## src/hdl/aapc_pkg.sv

```systemverilog
`default_nettype none

package aapc_pkg;

   localparam int SAMPLE_W          = 12;
   localparam int CURRENT_W         = 22;
   localparam int STATUS_W          = 2;
   localparam int DEF_HISTORY_DEPTH = 10;
   localparam int DEF_SAMPLE_BITS   = 12;
   localparam int MAX_SAMPLE_BITS   = 16;

   localparam int KNOT_COUNT = 13;
   localparam int KNOT_IDX_W = 4;
   localparam int CODE_W     = 16;
   localparam int DX_W       = 9;
   localparam int DY_W       = 18;
   localparam int PROD_W     = DX_W + DY_W;
   localparam int QUO_W      = 18;

   localparam int EXTRA_W     = 48;
   localparam int FRAC_W      = 16;
   localparam int SLOPE_W     = 25;
   localparam int SLOPE_SPLIT = 13;

   localparam logic [CODE_W-1:0] KNOT_CODE [KNOT_COUNT] = '{
      16'd34717, 16'd34917, 16'd35118, 16'd35317, 16'd35530, 16'd35628, 16'd35781,
      16'd35919, 16'd36187, 16'd36420, 16'd36759, 16'd37156, 16'd37647
   };

   localparam logic signed [CURRENT_W-1:0] KNOT_UA [KNOT_COUNT] = '{
      -22'sd488000, -22'sd298000, -22'sd200000, -22'sd103000, -22'sd19700,
      -22'sd5000, 22'sd3560, 22'sd17500, 22'sd52800, 22'sd100000,
      22'sd192000, 22'sd326000, 22'sd478000
   };

   // Q16 extrapolation above the table
   localparam logic [SLOPE_W-1:0] EXTRA_SLOPE = 25'd20410466;
   localparam logic [SLOPE_SPLIT-1:0] SLOPE_LO = EXTRA_SLOPE[SLOPE_SPLIT-1:0];
   localparam logic [SLOPE_W-SLOPE_SPLIT-1:0] SLOPE_HI = EXTRA_SLOPE[SLOPE_W-1:SLOPE_SPLIT];
   localparam logic signed [EXTRA_W-1:0] EXTRA_OFFSET = 48'sd737138861670;

   localparam logic signed [CURRENT_W-1:0] UNDER_RANGE_UA = -22'sd500000;
   localparam logic signed [CURRENT_W-1:0] OUT_MAX = {1'b0, {(CURRENT_W-1){1'b1}}};

   typedef enum logic [STATUS_W-1:0] {
      STATUS_TABLE = 2'd0,
      STATUS_ABOVE = 2'd1,
      STATUS_BELOW = 2'd2
   } status_type;

endpackage

`default_nettype wire

```

## src/hdl/aapc_req_if.sv

```systemverilog
`default_nettype none

interface aapc_req_if;
   import aapc_pkg::*;

   logic                valid;
   logic                ready;
   logic [SAMPLE_W-1:0] first_sample;
   logic [SAMPLE_W-1:0] second_sample;

   modport source (output valid, first_sample, second_sample, input ready);
   modport sink   (input valid, first_sample, second_sample, output ready);
endinterface

`default_nettype wire

```

## src/hdl/aapc_rsp_if.sv

```systemverilog
`default_nettype none

interface aapc_rsp_if;
   import aapc_pkg::*;

   logic                        valid;
   logic                        ready;
   logic signed [CURRENT_W-1:0] current_microamps;
   logic [STATUS_W-1:0]         range_status;

   modport source (output valid, current_microamps, range_status, input ready);
   modport sink   (input valid, current_microamps, range_status, output ready);
endinterface

`default_nettype wire

```

## src/hdl/aapc_hist.sv

```systemverilog
`default_nettype none

module aapc_hist #(
   parameter int HISTORY_DEPTH = aapc_pkg::DEF_HISTORY_DEPTH,
   parameter int SAMPLE_BITS   = aapc_pkg::DEF_SAMPLE_BITS,
   parameter int SUM_W         = 16
) (
   input  wire logic                          clock,
   input  wire logic                          reset,
   input  wire logic                          start,
   input  wire logic [aapc_pkg::SAMPLE_W-1:0] first_sample,
   input  wire logic [aapc_pkg::SAMPLE_W-1:0] second_sample,
   output logic                               done,
   output logic [SUM_W-1:0]                   sum
);
   import aapc_pkg::*;

   localparam int PAIRS   = HISTORY_DEPTH / 2;
   localparam int PTR_W   = (PAIRS > 1) ? $clog2(PAIRS) : 1;
   localparam int ROW_W   = 2 * SAMPLE_BITS;
   localparam int MAX_SUM = 2 * PAIRS * ((1 << SAMPLE_BITS) - 1);

   // one row per slot pair; an odd last slot is never written and reads as zero
   logic [ROW_W-1:0] pair_mem [PAIRS];

   logic [PAIRS-1:0]           valid_ff;
   logic [PTR_W-1:0]           pair_ff;
   logic [ROW_W-1:0]           rd_data_ff;
   logic [ROW_W-1:0]           new_ff;
   logic                       rd_valid_ff;
   logic                       upd_ff;
   logic                       done_ff;
   logic [SUM_W-1:0]           sum_ff;
   logic [SUM_W-1:0]           sum_in;
   logic [SUM_W-1:0]           old_lo;
   logic [SUM_W-1:0]           old_hi;
   logic [SUM_W-1:0]           new_lo;
   logic [SUM_W-1:0]           new_hi;
   logic [MAX_SAMPLE_BITS-1:0] first_ext;
   logic [MAX_SAMPLE_BITS-1:0] second_ext;

   assign first_ext  = MAX_SAMPLE_BITS'(first_sample);
   assign second_ext = MAX_SAMPLE_BITS'(second_sample);

   assign old_lo = rd_valid_ff ? SUM_W'(rd_data_ff[SAMPLE_BITS-1:0]) : '0;
   assign old_hi = rd_valid_ff ? SUM_W'(rd_data_ff[ROW_W-1:SAMPLE_BITS]) : '0;
   assign new_lo = SUM_W'(new_ff[SAMPLE_BITS-1:0]);
   assign new_hi = SUM_W'(new_ff[ROW_W-1:SAMPLE_BITS]);
   assign sum_in = sum_ff + new_lo + new_hi - old_lo - old_hi;

   always_ff @(posedge clock) begin
      if (start) begin
         rd_data_ff <= pair_mem[pair_ff];
         new_ff     <= {second_ext[SAMPLE_BITS-1:0], first_ext[SAMPLE_BITS-1:0]};
      end
      if (upd_ff) begin
         pair_mem[pair_ff] <= new_ff;
      end
   end

   always_ff @(posedge clock) begin
      if (reset) begin
         valid_ff    <= '0;
         pair_ff     <= '0;
         rd_valid_ff <= 1'b0;
         upd_ff      <= 1'b0;
         done_ff     <= 1'b0;
         sum_ff      <= '0;
      end else begin
         upd_ff  <= start;
         done_ff <= upd_ff;
         if (start) begin
            rd_valid_ff <= valid_ff[pair_ff];
         end
         if (upd_ff) begin
            valid_ff[pair_ff] <= 1'b1;
            sum_ff            <= sum_in;
            if (pair_ff == PTR_W'(PAIRS - 1)) begin
               pair_ff <= '0;
            end else begin
               pair_ff <= pair_ff + 1'b1;
            end
         end
      end
   end

   assign done = done_ff;
   assign sum  = sum_ff;

   a_no_overlap: assert property (@(posedge clock) disable iff (reset)
      start |-> !upd_ff && !done_ff)
      else $error("history access overlaps a pending update");

   a_upd_follows: assert property (@(posedge clock) disable iff (reset)
      start |=> upd_ff ##1 done_ff)
      else $error("history update sequence broken");

   a_ptr_range: assert property (@(posedge clock) disable iff (reset)
      pair_ff <= PTR_W'(PAIRS - 1))
      else $error("pair pointer out of range");

   a_sum_bound: assert property (@(posedge clock) disable iff (reset)
      32'(sum_ff) <= 32'(MAX_SUM))
      else $error("running sum exceeds history bound");

endmodule

`default_nettype wire

```

## src/hdl/aapc_div.sv

```systemverilog
`default_nettype none

module aapc_div #(
   parameter int NUM_W = aapc_pkg::PROD_W,
   parameter int DEN_W = aapc_pkg::DX_W
) (
   input  wire logic             clock,
   input  wire logic             reset,
   input  wire logic             start,
   input  wire logic [NUM_W-1:0] num,
   input  wire logic [DEN_W-1:0] den,
   output logic                  done,
   output logic [NUM_W-1:0]      quo
);
   import aapc_pkg::*;

   // restoring division, two quotient bits per cycle
   localparam int STEPS = (NUM_W + 1) / 2;
   localparam int PAD_W = 2 * STEPS;
   localparam int CNT_W = $clog2(STEPS + 1);

   logic [PAD_W-1:0] num_ff;
   logic [PAD_W-1:0] quo_ff;
   logic [DEN_W-1:0] rem_ff;
   logic [DEN_W-1:0] den_ff;
   logic [CNT_W-1:0] cnt_ff;
   logic             busy_ff;
   logic             done_ff;

   logic [PAD_W-1:0] num_in;
   logic [PAD_W-1:0] quo_in;
   logic [DEN_W-1:0] rem_in;
   logic [DEN_W:0]   trial;

   always_comb begin
      num_in = num_ff;
      quo_in = quo_ff;
      rem_in = rem_ff;
      trial  = '0;
      for (int i = 0; i < 2; i++) begin
         trial  = {rem_in, num_in[PAD_W-1]};
         num_in = {num_in[PAD_W-2:0], 1'b0};
         if (trial >= {1'b0, den_ff}) begin
            trial  = trial - {1'b0, den_ff};
            quo_in = {quo_in[PAD_W-2:0], 1'b1};
         end else begin
            quo_in = {quo_in[PAD_W-2:0], 1'b0};
         end
         rem_in = trial[DEN_W-1:0];
      end
   end

   always_ff @(posedge clock) begin
      if (start) begin
         num_ff <= PAD_W'(num);
         den_ff <= den;
         rem_ff <= '0;
         quo_ff <= '0;
      end else if (busy_ff) begin
         num_ff <= num_in;
         rem_ff <= rem_in;
         quo_ff <= quo_in;
      end
   end

   always_ff @(posedge clock) begin
      if (reset) begin
         busy_ff <= 1'b0;
         done_ff <= 1'b0;
         cnt_ff  <= '0;
      end else begin
         done_ff <= 1'b0;
         if (start) begin
            busy_ff <= 1'b1;
            cnt_ff  <= CNT_W'(STEPS);
         end else if (busy_ff) begin
            cnt_ff <= cnt_ff - 1'b1;
            if (cnt_ff == CNT_W'(1)) begin
               busy_ff <= 1'b0;
               done_ff <= 1'b1;
            end
         end
      end
   end

   assign done = done_ff;
   assign quo  = quo_ff[NUM_W-1:0];

   a_start_idle: assert property (@(posedge clock) disable iff (reset)
      start |-> !busy_ff)
      else $error("divider restarted while busy");

   a_den_nonzero: assert property (@(posedge clock) disable iff (reset)
      start |-> den != '0)
      else $error("divider started with zero divisor");

   a_done_after_busy: assert property (@(posedge clock) disable iff (reset)
      done_ff |-> $past(busy_ff) && !busy_ff)
      else $error("divider done without a run");

   a_cnt_bound: assert property (@(posedge clock) disable iff (reset)
      busy_ff |-> cnt_ff != '0 && cnt_ff <= CNT_W'(STEPS))
      else $error("divider step count out of range");

endmodule

`default_nettype wire

```

## src/hdl/adc_average_piecewise_calibration.sv

```systemverilog
// ADC averaging current meter with piecewise-linear calibration.
//
// req_ch (sink) carries two raw converter samples per transfer. They replace
// the oldest slot pair of the sample history; the history sum is then placed
// among 13 calibration breakpoints and turned into a current in microamps.
// rsp_ch (source) carries one result per request: current_microamps and
// range_status (in table, extrapolated above, below table).
//
// One request is processed at a time. The block updates the history, places
// the sum among the breakpoints, then interpolates (multiply and divide) inside
// the table, extrapolates and scales above it or takes the under-range value
// below it, and loads the result. The in-table time is set by the divider,
// which retires two quotient bits per cycle; the history itself is one
// pair-wide memory with a single read and write per request.
// The result sits in an output register; req_ch.ready returns as soon as the
// result is loaded, so the next request proceeds while rsp_ch is stalled. If
// the previous result is still unread when the next one is done, the block
// holds it and keeps req_ch.ready low until rsp_ch takes the pending result.
// Synchronous reset clears the history (all samples zero), the pair pointer
// and the output valid flag; the block is ready as soon as reset is released.
`default_nettype none

module adc_average_piecewise_calibration #(
   parameter int HISTORY_DEPTH = aapc_pkg::DEF_HISTORY_DEPTH,
   parameter int SAMPLE_BITS   = aapc_pkg::DEF_SAMPLE_BITS
) (
   input  wire logic  clock,
   input  wire logic  reset,
   aapc_req_if.sink   req_ch,
   aapc_rsp_if.source rsp_ch
);
   import aapc_pkg::*;

   localparam int SUM_W   = $clog2(2 * (HISTORY_DEPTH / 2) * ((1 << SAMPLE_BITS) - 1) + 1);
   localparam int PLO_W   = SUM_W + SLOPE_SPLIT;
   localparam int PHI_W   = SUM_W + SLOPE_W - SLOPE_SPLIT;
   localparam int SCALE_W = EXTRA_W - FRAC_W;

   typedef enum logic [3:0] {
      S_IDLE,
      S_HIST,
      S_LOCATE,
      S_MUL,
      S_DIVST,
      S_DIV,
      S_EXTRA,
      S_SCALE,
      S_FIN
   } state_type;

   state_type state_ff;

   logic                        hist_start;
   logic                        hist_done;
   logic [SUM_W-1:0]            hist_sum;
   logic                        div_start;
   logic                        div_done;
   logic [PROD_W-1:0]           div_quo;

   logic [31:0]                 sum_ext;
   logic [KNOT_IDX_W-1:0]       knot_idx;
   logic [KNOT_IDX_W-1:0]       lo_idx;
   logic [KNOT_IDX_W-1:0]       hi_idx;
   logic [31:0]                 dx_full;
   logic signed [CURRENT_W-1:0] dy_full;
   logic [CODE_W-1:0]           span_full;
   logic signed [EXTRA_W-1:0]   v_in;
   logic [SCALE_W-1:0]          scaled;

   logic [DX_W-1:0]             dx_ff;
   logic [DY_W-1:0]             dy_ff;
   logic [DX_W-1:0]             span_ff;
   logic [PROD_W-1:0]           prod_ff;
   logic signed [CURRENT_W-1:0] base_ff;
   logic [PLO_W-1:0]            plo_ff;
   logic [PHI_W-1:0]            phi_ff;
   logic signed [EXTRA_W-1:0]   v_ff;
   logic signed [CURRENT_W-1:0] cur_ff;
   status_type                  status_ff;

   logic                        rsp_valid_ff;
   logic signed [CURRENT_W-1:0] rsp_cur_ff;
   status_type                  rsp_status_ff;

   assign req_ch.ready = (state_ff == S_IDLE);
   assign hist_start   = req_ch.valid && req_ch.ready;
   assign div_start    = (state_ff == S_DIVST);

   aapc_hist #(
      .HISTORY_DEPTH(HISTORY_DEPTH),
      .SAMPLE_BITS  (SAMPLE_BITS),
      .SUM_W        (SUM_W)
   ) u_hist (
      .clock        (clock),
      .reset        (reset),
      .start        (hist_start),
      .first_sample (req_ch.first_sample),
      .second_sample(req_ch.second_sample),
      .done         (hist_done),
      .sum          (hist_sum)
   );

   aapc_div #(
      .NUM_W(PROD_W),
      .DEN_W(DX_W)
   ) u_div (
      .clock(clock),
      .reset(reset),
      .start(div_start),
      .num  (prod_ff),
      .den  (span_ff),
      .done (div_done),
      .quo  (div_quo)
   );

   // breakpoint search: index of the first knot above the sum
   assign sum_ext = 32'(hist_sum);

   always_comb begin
      knot_idx = KNOT_IDX_W'(KNOT_COUNT);
      for (int i = KNOT_COUNT - 1; i >= 0; i--) begin
         if (sum_ext < 32'(KNOT_CODE[i])) begin
            knot_idx = KNOT_IDX_W'(i);
         end
      end
   end

   assign lo_idx    = (knot_idx == '0) ? '0 : knot_idx - 1'b1;
   assign hi_idx    = (knot_idx == KNOT_IDX_W'(KNOT_COUNT)) ?
                      KNOT_IDX_W'(KNOT_COUNT - 1) : knot_idx;
   assign dx_full   = sum_ext - 32'(KNOT_CODE[lo_idx]);
   assign dy_full   = KNOT_UA[hi_idx] - KNOT_UA[lo_idx];
   assign span_full = KNOT_CODE[hi_idx] - KNOT_CODE[lo_idx];

   assign v_in = $signed(EXTRA_W'({phi_ff, {SLOPE_SPLIT{1'b0}}}))
               + $signed(EXTRA_W'(plo_ff)) - EXTRA_OFFSET;

   assign scaled = v_ff[EXTRA_W-1] ? '0 : v_ff[EXTRA_W-1:FRAC_W];

   always_ff @(posedge clock) begin
      if (reset) begin
         state_ff     <= S_IDLE;
         rsp_valid_ff <= 1'b0;
      end else begin
         // in S_FIN a transfer always reloads the output register
         if (rsp_ch.valid && rsp_ch.ready && state_ff != S_FIN) begin
            rsp_valid_ff <= 1'b0;
         end
         case (state_ff)
            S_IDLE: begin
               if (hist_start) begin
                  state_ff <= S_HIST;
               end
            end
            S_HIST: begin
               if (hist_done) begin
                  state_ff <= S_LOCATE;
               end
            end
            S_LOCATE: begin
               if (knot_idx == '0) begin
                  cur_ff    <= UNDER_RANGE_UA;
                  status_ff <= STATUS_BELOW;
                  state_ff  <= S_FIN;
               end else if (knot_idx == KNOT_IDX_W'(KNOT_COUNT)) begin
                  plo_ff    <= PLO_W'(hist_sum * SLOPE_LO);
                  phi_ff    <= PHI_W'(hist_sum * SLOPE_HI);
                  status_ff <= STATUS_ABOVE;
                  state_ff  <= S_EXTRA;
               end else begin
                  dx_ff     <= dx_full[DX_W-1:0];
                  dy_ff     <= dy_full[DY_W-1:0];
                  span_ff   <= span_full[DX_W-1:0];
                  base_ff   <= KNOT_UA[lo_idx];
                  status_ff <= STATUS_TABLE;
                  state_ff  <= S_MUL;
               end
            end
            S_MUL: begin
               prod_ff  <= PROD_W'(dx_ff * dy_ff);
               state_ff <= S_DIVST;
            end
            S_DIVST: begin
               state_ff <= S_DIV;
            end
            S_DIV: begin
               if (div_done) begin
                  cur_ff   <= base_ff +
                              $signed({{(CURRENT_W-QUO_W){1'b0}}, div_quo[QUO_W-1:0]});
                  state_ff <= S_FIN;
               end
            end
            S_EXTRA: begin
               v_ff     <= v_in;
               state_ff <= S_SCALE;
            end
            S_SCALE: begin
               if (scaled[SCALE_W-1:CURRENT_W-1] != '0) begin
                  cur_ff <= OUT_MAX;
               end else begin
                  cur_ff <= $signed(scaled[CURRENT_W-1:0]);
               end
               state_ff <= S_FIN;
            end
            S_FIN: begin
               if (!rsp_valid_ff || rsp_ch.ready) begin
                  rsp_valid_ff  <= 1'b1;
                  rsp_cur_ff    <= cur_ff;
                  rsp_status_ff <= status_ff;
                  state_ff      <= S_IDLE;
               end
            end
            default: begin
               state_ff <= S_IDLE;
            end
         endcase
      end
   end

   assign rsp_ch.valid             = rsp_valid_ff;
   assign rsp_ch.current_microamps = rsp_cur_ff;
   assign rsp_ch.range_status      = rsp_status_ff;

   a_accept_starts: assert property (@(posedge clock) disable iff (reset)
      hist_start |=> state_ff == S_HIST)
      else $error("request transfer did not start a history update");

   a_hist_done_state: assert property (@(posedge clock) disable iff (reset)
      hist_done |-> state_ff == S_HIST)
      else $error("history result arrived outside its wait state");

   a_div_done_state: assert property (@(posedge clock) disable iff (reset)
      div_done |-> state_ff == S_DIV)
      else $error("quotient arrived outside its wait state");

   a_below_value: assert property (@(posedge clock) disable iff (reset)
      rsp_valid_ff && rsp_status_ff == STATUS_BELOW |-> rsp_cur_ff == UNDER_RANGE_UA)
      else $error("under-range result carries wrong current");

   a_above_positive: assert property (@(posedge clock) disable iff (reset)
      rsp_valid_ff && rsp_status_ff == STATUS_ABOVE |-> !rsp_cur_ff[CURRENT_W-1])
      else $error("extrapolated current is negative");

endmodule

`default_nettype wire

```

## src/flat_wrapper.sv

```systemverilog
// flat-port wrapper written by rule: the top's interface ports become plain ports
module adc_average_piecewise_calibration_flat import aapc_pkg::*;
#(
   parameter int HISTORY_DEPTH = aapc_pkg::DEF_HISTORY_DEPTH,
   parameter int SAMPLE_BITS   = aapc_pkg::DEF_SAMPLE_BITS
)
  (clock, reset, req_ch_valid, req_ch_first_sample, req_ch_second_sample, req_ch_ready, rsp_ch_valid, rsp_ch_current_microamps, rsp_ch_range_status, rsp_ch_ready);
  aapc_req_if req_ch_i ();
  aapc_rsp_if rsp_ch_i ();
  input  wire logic clock;
  input  wire logic reset;
  input wire logic [$bits(req_ch_i.valid)-1:0] req_ch_valid;
  input wire logic [$bits(req_ch_i.first_sample)-1:0] req_ch_first_sample;
  input wire logic [$bits(req_ch_i.second_sample)-1:0] req_ch_second_sample;
  output wire logic [$bits(req_ch_i.ready)-1:0] req_ch_ready;
  output wire logic [$bits(rsp_ch_i.valid)-1:0] rsp_ch_valid;
  output wire logic [$bits(rsp_ch_i.current_microamps)-1:0] rsp_ch_current_microamps;
  output wire logic [$bits(rsp_ch_i.range_status)-1:0] rsp_ch_range_status;
  input wire logic [$bits(rsp_ch_i.ready)-1:0] rsp_ch_ready;
  assign req_ch_i.valid = req_ch_valid;
  assign req_ch_i.first_sample = req_ch_first_sample;
  assign req_ch_i.second_sample = req_ch_second_sample;
  assign req_ch_ready = req_ch_i.ready;
  assign rsp_ch_valid = rsp_ch_i.valid;
  assign rsp_ch_current_microamps = rsp_ch_i.current_microamps;
  assign rsp_ch_range_status = rsp_ch_i.range_status;
  assign rsp_ch_i.ready = rsp_ch_ready;
  adc_average_piecewise_calibration #(.HISTORY_DEPTH(HISTORY_DEPTH), .SAMPLE_BITS(SAMPLE_BITS)) u_core (.clock(clock), .reset(reset), .req_ch(req_ch_i), .rsp_ch(rsp_ch_i));
endmodule
```

## config.mk

```make
export PLATFORM = sky130hd
export DESIGN_NAME = adc_average_piecewise_calibration_flat
export DESIGN_NICKNAME = d
export VERILOG_FILES = /design/src/hdl/aapc_pkg.sv /design/src/hdl/aapc_req_if.sv /design/src/hdl/aapc_rsp_if.sv /design/src/hdl/aapc_hist.sv /design/src/hdl/aapc_div.sv /design/src/hdl/adc_average_piecewise_calibration.sv /design/src/flat_wrapper.sv
export SDC_FILE = /design/constraint.sdc
export NUM_CORES = 2
export LEC_CHECK = 0
export ABC_AREA = 1
export BUFFER_PORTS_ARGS = -buffer_cell sky130_fd_sc_hd__buf_2
export CELL_PAD_IN_SITES_DETAIL_PLACEMENT = 1
export CELL_PAD_IN_SITES_GLOBAL_PLACEMENT = 1
export CORE_MARGIN = 1
export CORE_UTILIZATION = 40
export CTS_CLUSTER_DIAMETER = 30
export DETAILED_ROUTE_END_ITERATION = 8
export GPL_TIMING_DRIVEN = 0
export MAX_ROUTING_LAYER = met4
export PLACE_DENSITY = 0.68
export SYNTH_ARGS = -nofsm -noshare
export SYNTH_HDL_FRONTEND = slang
export SYNTH_SLANG_ARGS = --single-unit
```

## constraint.sdc

```tcl
create_clock -name clock -period 7.8 [get_ports clock]
set_clock_uncertainty 0.05 [all_clocks]
set_input_delay 0.39 -clock clock [delete_from_list [all_inputs] [get_ports clock]]
set_output_delay 0.39 -clock clock [all_outputs]
set_load 0.01 [all_outputs]
```

==> run summary <==
Post-synth EDFFs -> 414
TritonCTS Buffers -> 107
Final number of hold-violating endpoints -> 0
Most frequent CP cell -> inv_1
Yosys top cell area share -> 0.359
Largest net degree at the start of global routing -> 37
Root Driver -> clkbuf_16
Post-route setup slack -> 0.672 ns
Post-synthesis sequential area ratio -> 0.397
Number of I/O port buffers -> 52
Via count -> 25,400
Flop pwr share -> 0.204
Critical path startpoint -> u_core.u_hist.sum[0]
Die width -> 296 um
Congestion Overflow GR -> 0
Sw Ratio -> 0.440
Critical path type -> flop to flop
Seq. cell area -> 13,800 um^2
Synth warn -> 0
Syn Area/Cell -> 9.61 um^2
Post-detail-place hpwl -> 73.0 mm
Top_reg_cell synth -> edfxtp_1
Clk buf depth -> 3
Number of global-route vias before repair -> 27,000
Final cell count without fillers -> 5,039
Critical path capture point type -> flop
Drt first-iter violations -> 1,247
Max-slew violation count -> 0
Initial antenna violation count -> 0
Endpoints failing setup -> 0
DP Worst Slack -> 0.140 ns
# diodes -> 0
CP Max Fanout -> 9
Post-synth ARST share -> 0
Setup TNS -> 0 ns
Layout cell share with drive strength beyond 1 -> 0.0842
# DRC -> 0
Net switching power -> 0.00843 W
Status -> complete, no violations
Vias per inst -> 5.04
Post-Syn Area -> 34,600 um^2
Worst Hold End -> u_core.rsp_ch.valid
Syn Nets -> 4,214
Final #Nets -> 4,410
Maximum VDD drop -> 0.355 mV
Area of the multi-input gates -> 18,100 um^2
Post-synthesis cell count -> 3,606
DRT Pass-1 Iters -> 5
Tightest Pin Transition -> 1.20 ns
RSZ-0062 raised after global routing -> false
Detail Route Antenna Nets -> 0
Vert. Die Dim -> 296 um
Filler instances -> 9,653
Synth cell types -> 60
WL/cell -> 18.8 um
Hold Startpoint -> rsp_ch_ready
Tcrit/Tclk final -> 0.914
Routability cong. -> 0.886
Full die area -> 87,800 um^2
Pwr per Cell Area -> 470 nW/um^2
Wire length on met1 -> 43.1 mm
RR Startpoint -> u_core.u_hist.sum[0]
Critical path's slowest cell -> dfxtp_1
Hold Path Depth -> 4
Reg2Reg Depth -> 31
Slew headroom -> 0.198
Worst reg-to-reg setup slack -> 0.67 ns
Routed wl met3 -> 2.96 mm
Combinational Power Share -> 0.546
Inst Count DP -> 4,812
Crit path time final -> 7.13 ns
Synth area leader -> edfxtp_1
CP peak stage delay -> 0.70 ns
Internal power -> 0.0107 W
Post-Route WL -> 94.6 mm
Clock power share -> 0.251
Clock Latency Late Sink -> 0.71 ns
Site row count -> 107
Max-cap violations -> 0
Clock transition at the registers of the reported paths -> 0.05 ns
Worst r2r dst -> u_core.dy_ff[15]
Layout area overhead -> 17.7%
Initial core utilization -> 0.406
H-tree depth -> 3
Top area cells in the synthesized netlist -> edfxtp_1, fa_1, ha_1
WL met2 -> 46.6 mm
Sink Count -> 480
LEAKAGE -> 18.7 nW
Worst Hold Class -> input pin to flop
Crit start category -> flop
CTS tree -> built
First-pass GRT wire length -> 150 mm
Global Route Usage Sum -> 0.228
Yosys reg bits -> 480
CP arrival -> 7.46 ns
Top Ports -> 54
Max Used Layer -> met4
Max Fclk -> 0.140 GHz
Core area -> 85,400 um^2
Worst Path Required -> 8.13 ns
[critical path, delay by kind of cell (launching register included)]
family	cells	cell delay, ns
flops	1	0.70
simple gates	6	0.77
compound gates	12	2.72
xor+xnor	1	0.17
fa+ha+maj	4	1.16
buf+inv	8	1.22
[per-layer routing]
metal	vias to the layer above	track usage
met4	0	0.0600
li1	12200	-
met1	12600	0.292
met5	-	-
met2	382	0.383
met3	128	0.0271
[power by group through the flow]
stage | sequential, W | combinational (W) | clock [W]
after CTS | 0.00391 | 0.0107 | 0.00488
final | 0.00391 | 0.0105 | 0.00480
after global routing | 0.00394 | 0.0119 | 0.00499
after global placement | 0.00395 | 0.0103 | 0
after detailed placement | 0.00395 | 0.0106 | 0
after floorplan | 0.00376 | 0.00769 | 0
[worst max path at each step]
stage | endpoint | slack [ns] | cells after the start
after floorplan | u_core.base_ff[10] | 2.30 | 17
after global placement | u_core.dy_ff[10] | 0.02 | 17
after detailed placement | u_core.dy_ff[15] | 0.14 | 30
after CTS | u_core.dy_ff[15] | 0.02 | 30
after global routing | u_core.dy_ff[15] | 0.01 | 32
final | u_core.dy_ff[15] | 0.67 | 31
[cell usage in the layout, fill, tap and decap left out, types with 24 or more instances in the layout]
cell / Yosys / routed
nand3_1: 93 / 93
clkbuf_1: 81 / 91
fa_1: 240 / 240
nand2_1: 653 / 653
o21ai_0: 199 / 199
inv_1: 655 / 654
o221ai_1: 30 / 30
nor3_1: 33 / 31
dfxtp_1: 66 / 54
xor2_1: 109 / 109
a21oi_1: 205 / 205
xnor2_1: 37 / 37
buf_2: 3 / 55
ha_1: 340 / 340
clkbuf_16: 0 / 107
edfxtp_1: 414 / 414
dlygate4sd3_1: 0 / 24
nor2_1: 227 / 219
[logic make-up (layout without fill, tap and decap cells)]
logic type                 count (synthesis)  count (layout)  synth area share
xor gates and xnor gates                 146             146            0.0369
adders and majority gates                580             580             0.262
muxes                                      1               1          0.000289
AOI/OAI and AO/OA                        567             567            0.0942
and+or+nand+nor                         1074            1074             0.127
buffers and inverters                    758            1047            0.0829
DFF                                      480             480             0.397
[Yosys cell counts, types with 5 or more instances]
cell      number
a211oi_1       6
a21boi_0      13
a21oi_1      205
a22oi_1       21
a31oi_1       12
clkbuf_1      81
dfxtp_1       66
edfxtp_1     414
fa_1         240
ha_1         340
inv_1        655
inv_2         10
nand2_1      653
nand2_2       12
nand3_1       93
nand3_2        5
nand3b_1       7
nand4_1       16
nor2_1       227
nor3_1        33
nor4_1         6
o211ai_1      12
o21ai_0      199
o21ai_1       19
o21bai_1      10
o221ai_1      30
o22ai_1        8
o31ai_1        5
or2_2          6
xnor2_1       37
xor2_1       109
[flip-flops by register name (all words and copies together) (netlist names), 22 cells and up]
signal	count
u_core.u_div.num_ff	26
u_core.u_hist.rd_data_ff	24
u_core.prod_ff	25
u_core.rsp_ch.current_microamps	22
u_core.plo_ff	27
u_core.phi_ff	28
u_core.v_ff	32
u_core.u_hist.pair_mem	120
u_core.cur_ff	22
u_core.u_hist.new_ff	24
[timing repair]
item / CTS / global route
buffers inserted: 0 / 0
resized for setup: 0 / 13
setup endpoints to repair: 0 / 7
hold buffers: 24 / 0
endpoints found under the hold margin: 24 / 0
[cell type report]
| type | count | share of cell area |
|---|---|---|
| multi-input cells | 2368 | 0.444 |
| flip-flops and latches | 480 | 0.338 |
| clock buffers | 124 | 0.0690 |
| inverters | 668 | 0.0616 |
| well taps | 1144 | 0.0351 |
| clock inverters | 78 | 0.0271 |
| repair buffers | 87 | 0.0172 |
| plain buffers | 90 | 0.00884 |
[metrics by stage]
| stage | total power [W] | area (um^2) | hold slack, ns | util |
|---|---|---|---|---|
| after floorplan | 0.0115 | 34600 | 0.350 | - |
| after global placement | 0.0142 | 36300 | 0.351 | 0.425 |
| after detailed placement | 0.0145 | 36600 | 0.355 | 0.428 |
| after CTS | 0.0194 | 40700 | 0.00840 | 0.477 |
| after global routing | 0.0209 | 40800 | 0.0662 | 0.477 |
| final | 0.0192 | 40800 | 0.0409 | 0.477 |
No activity file was read; power rests on OpenSTA's default activity.
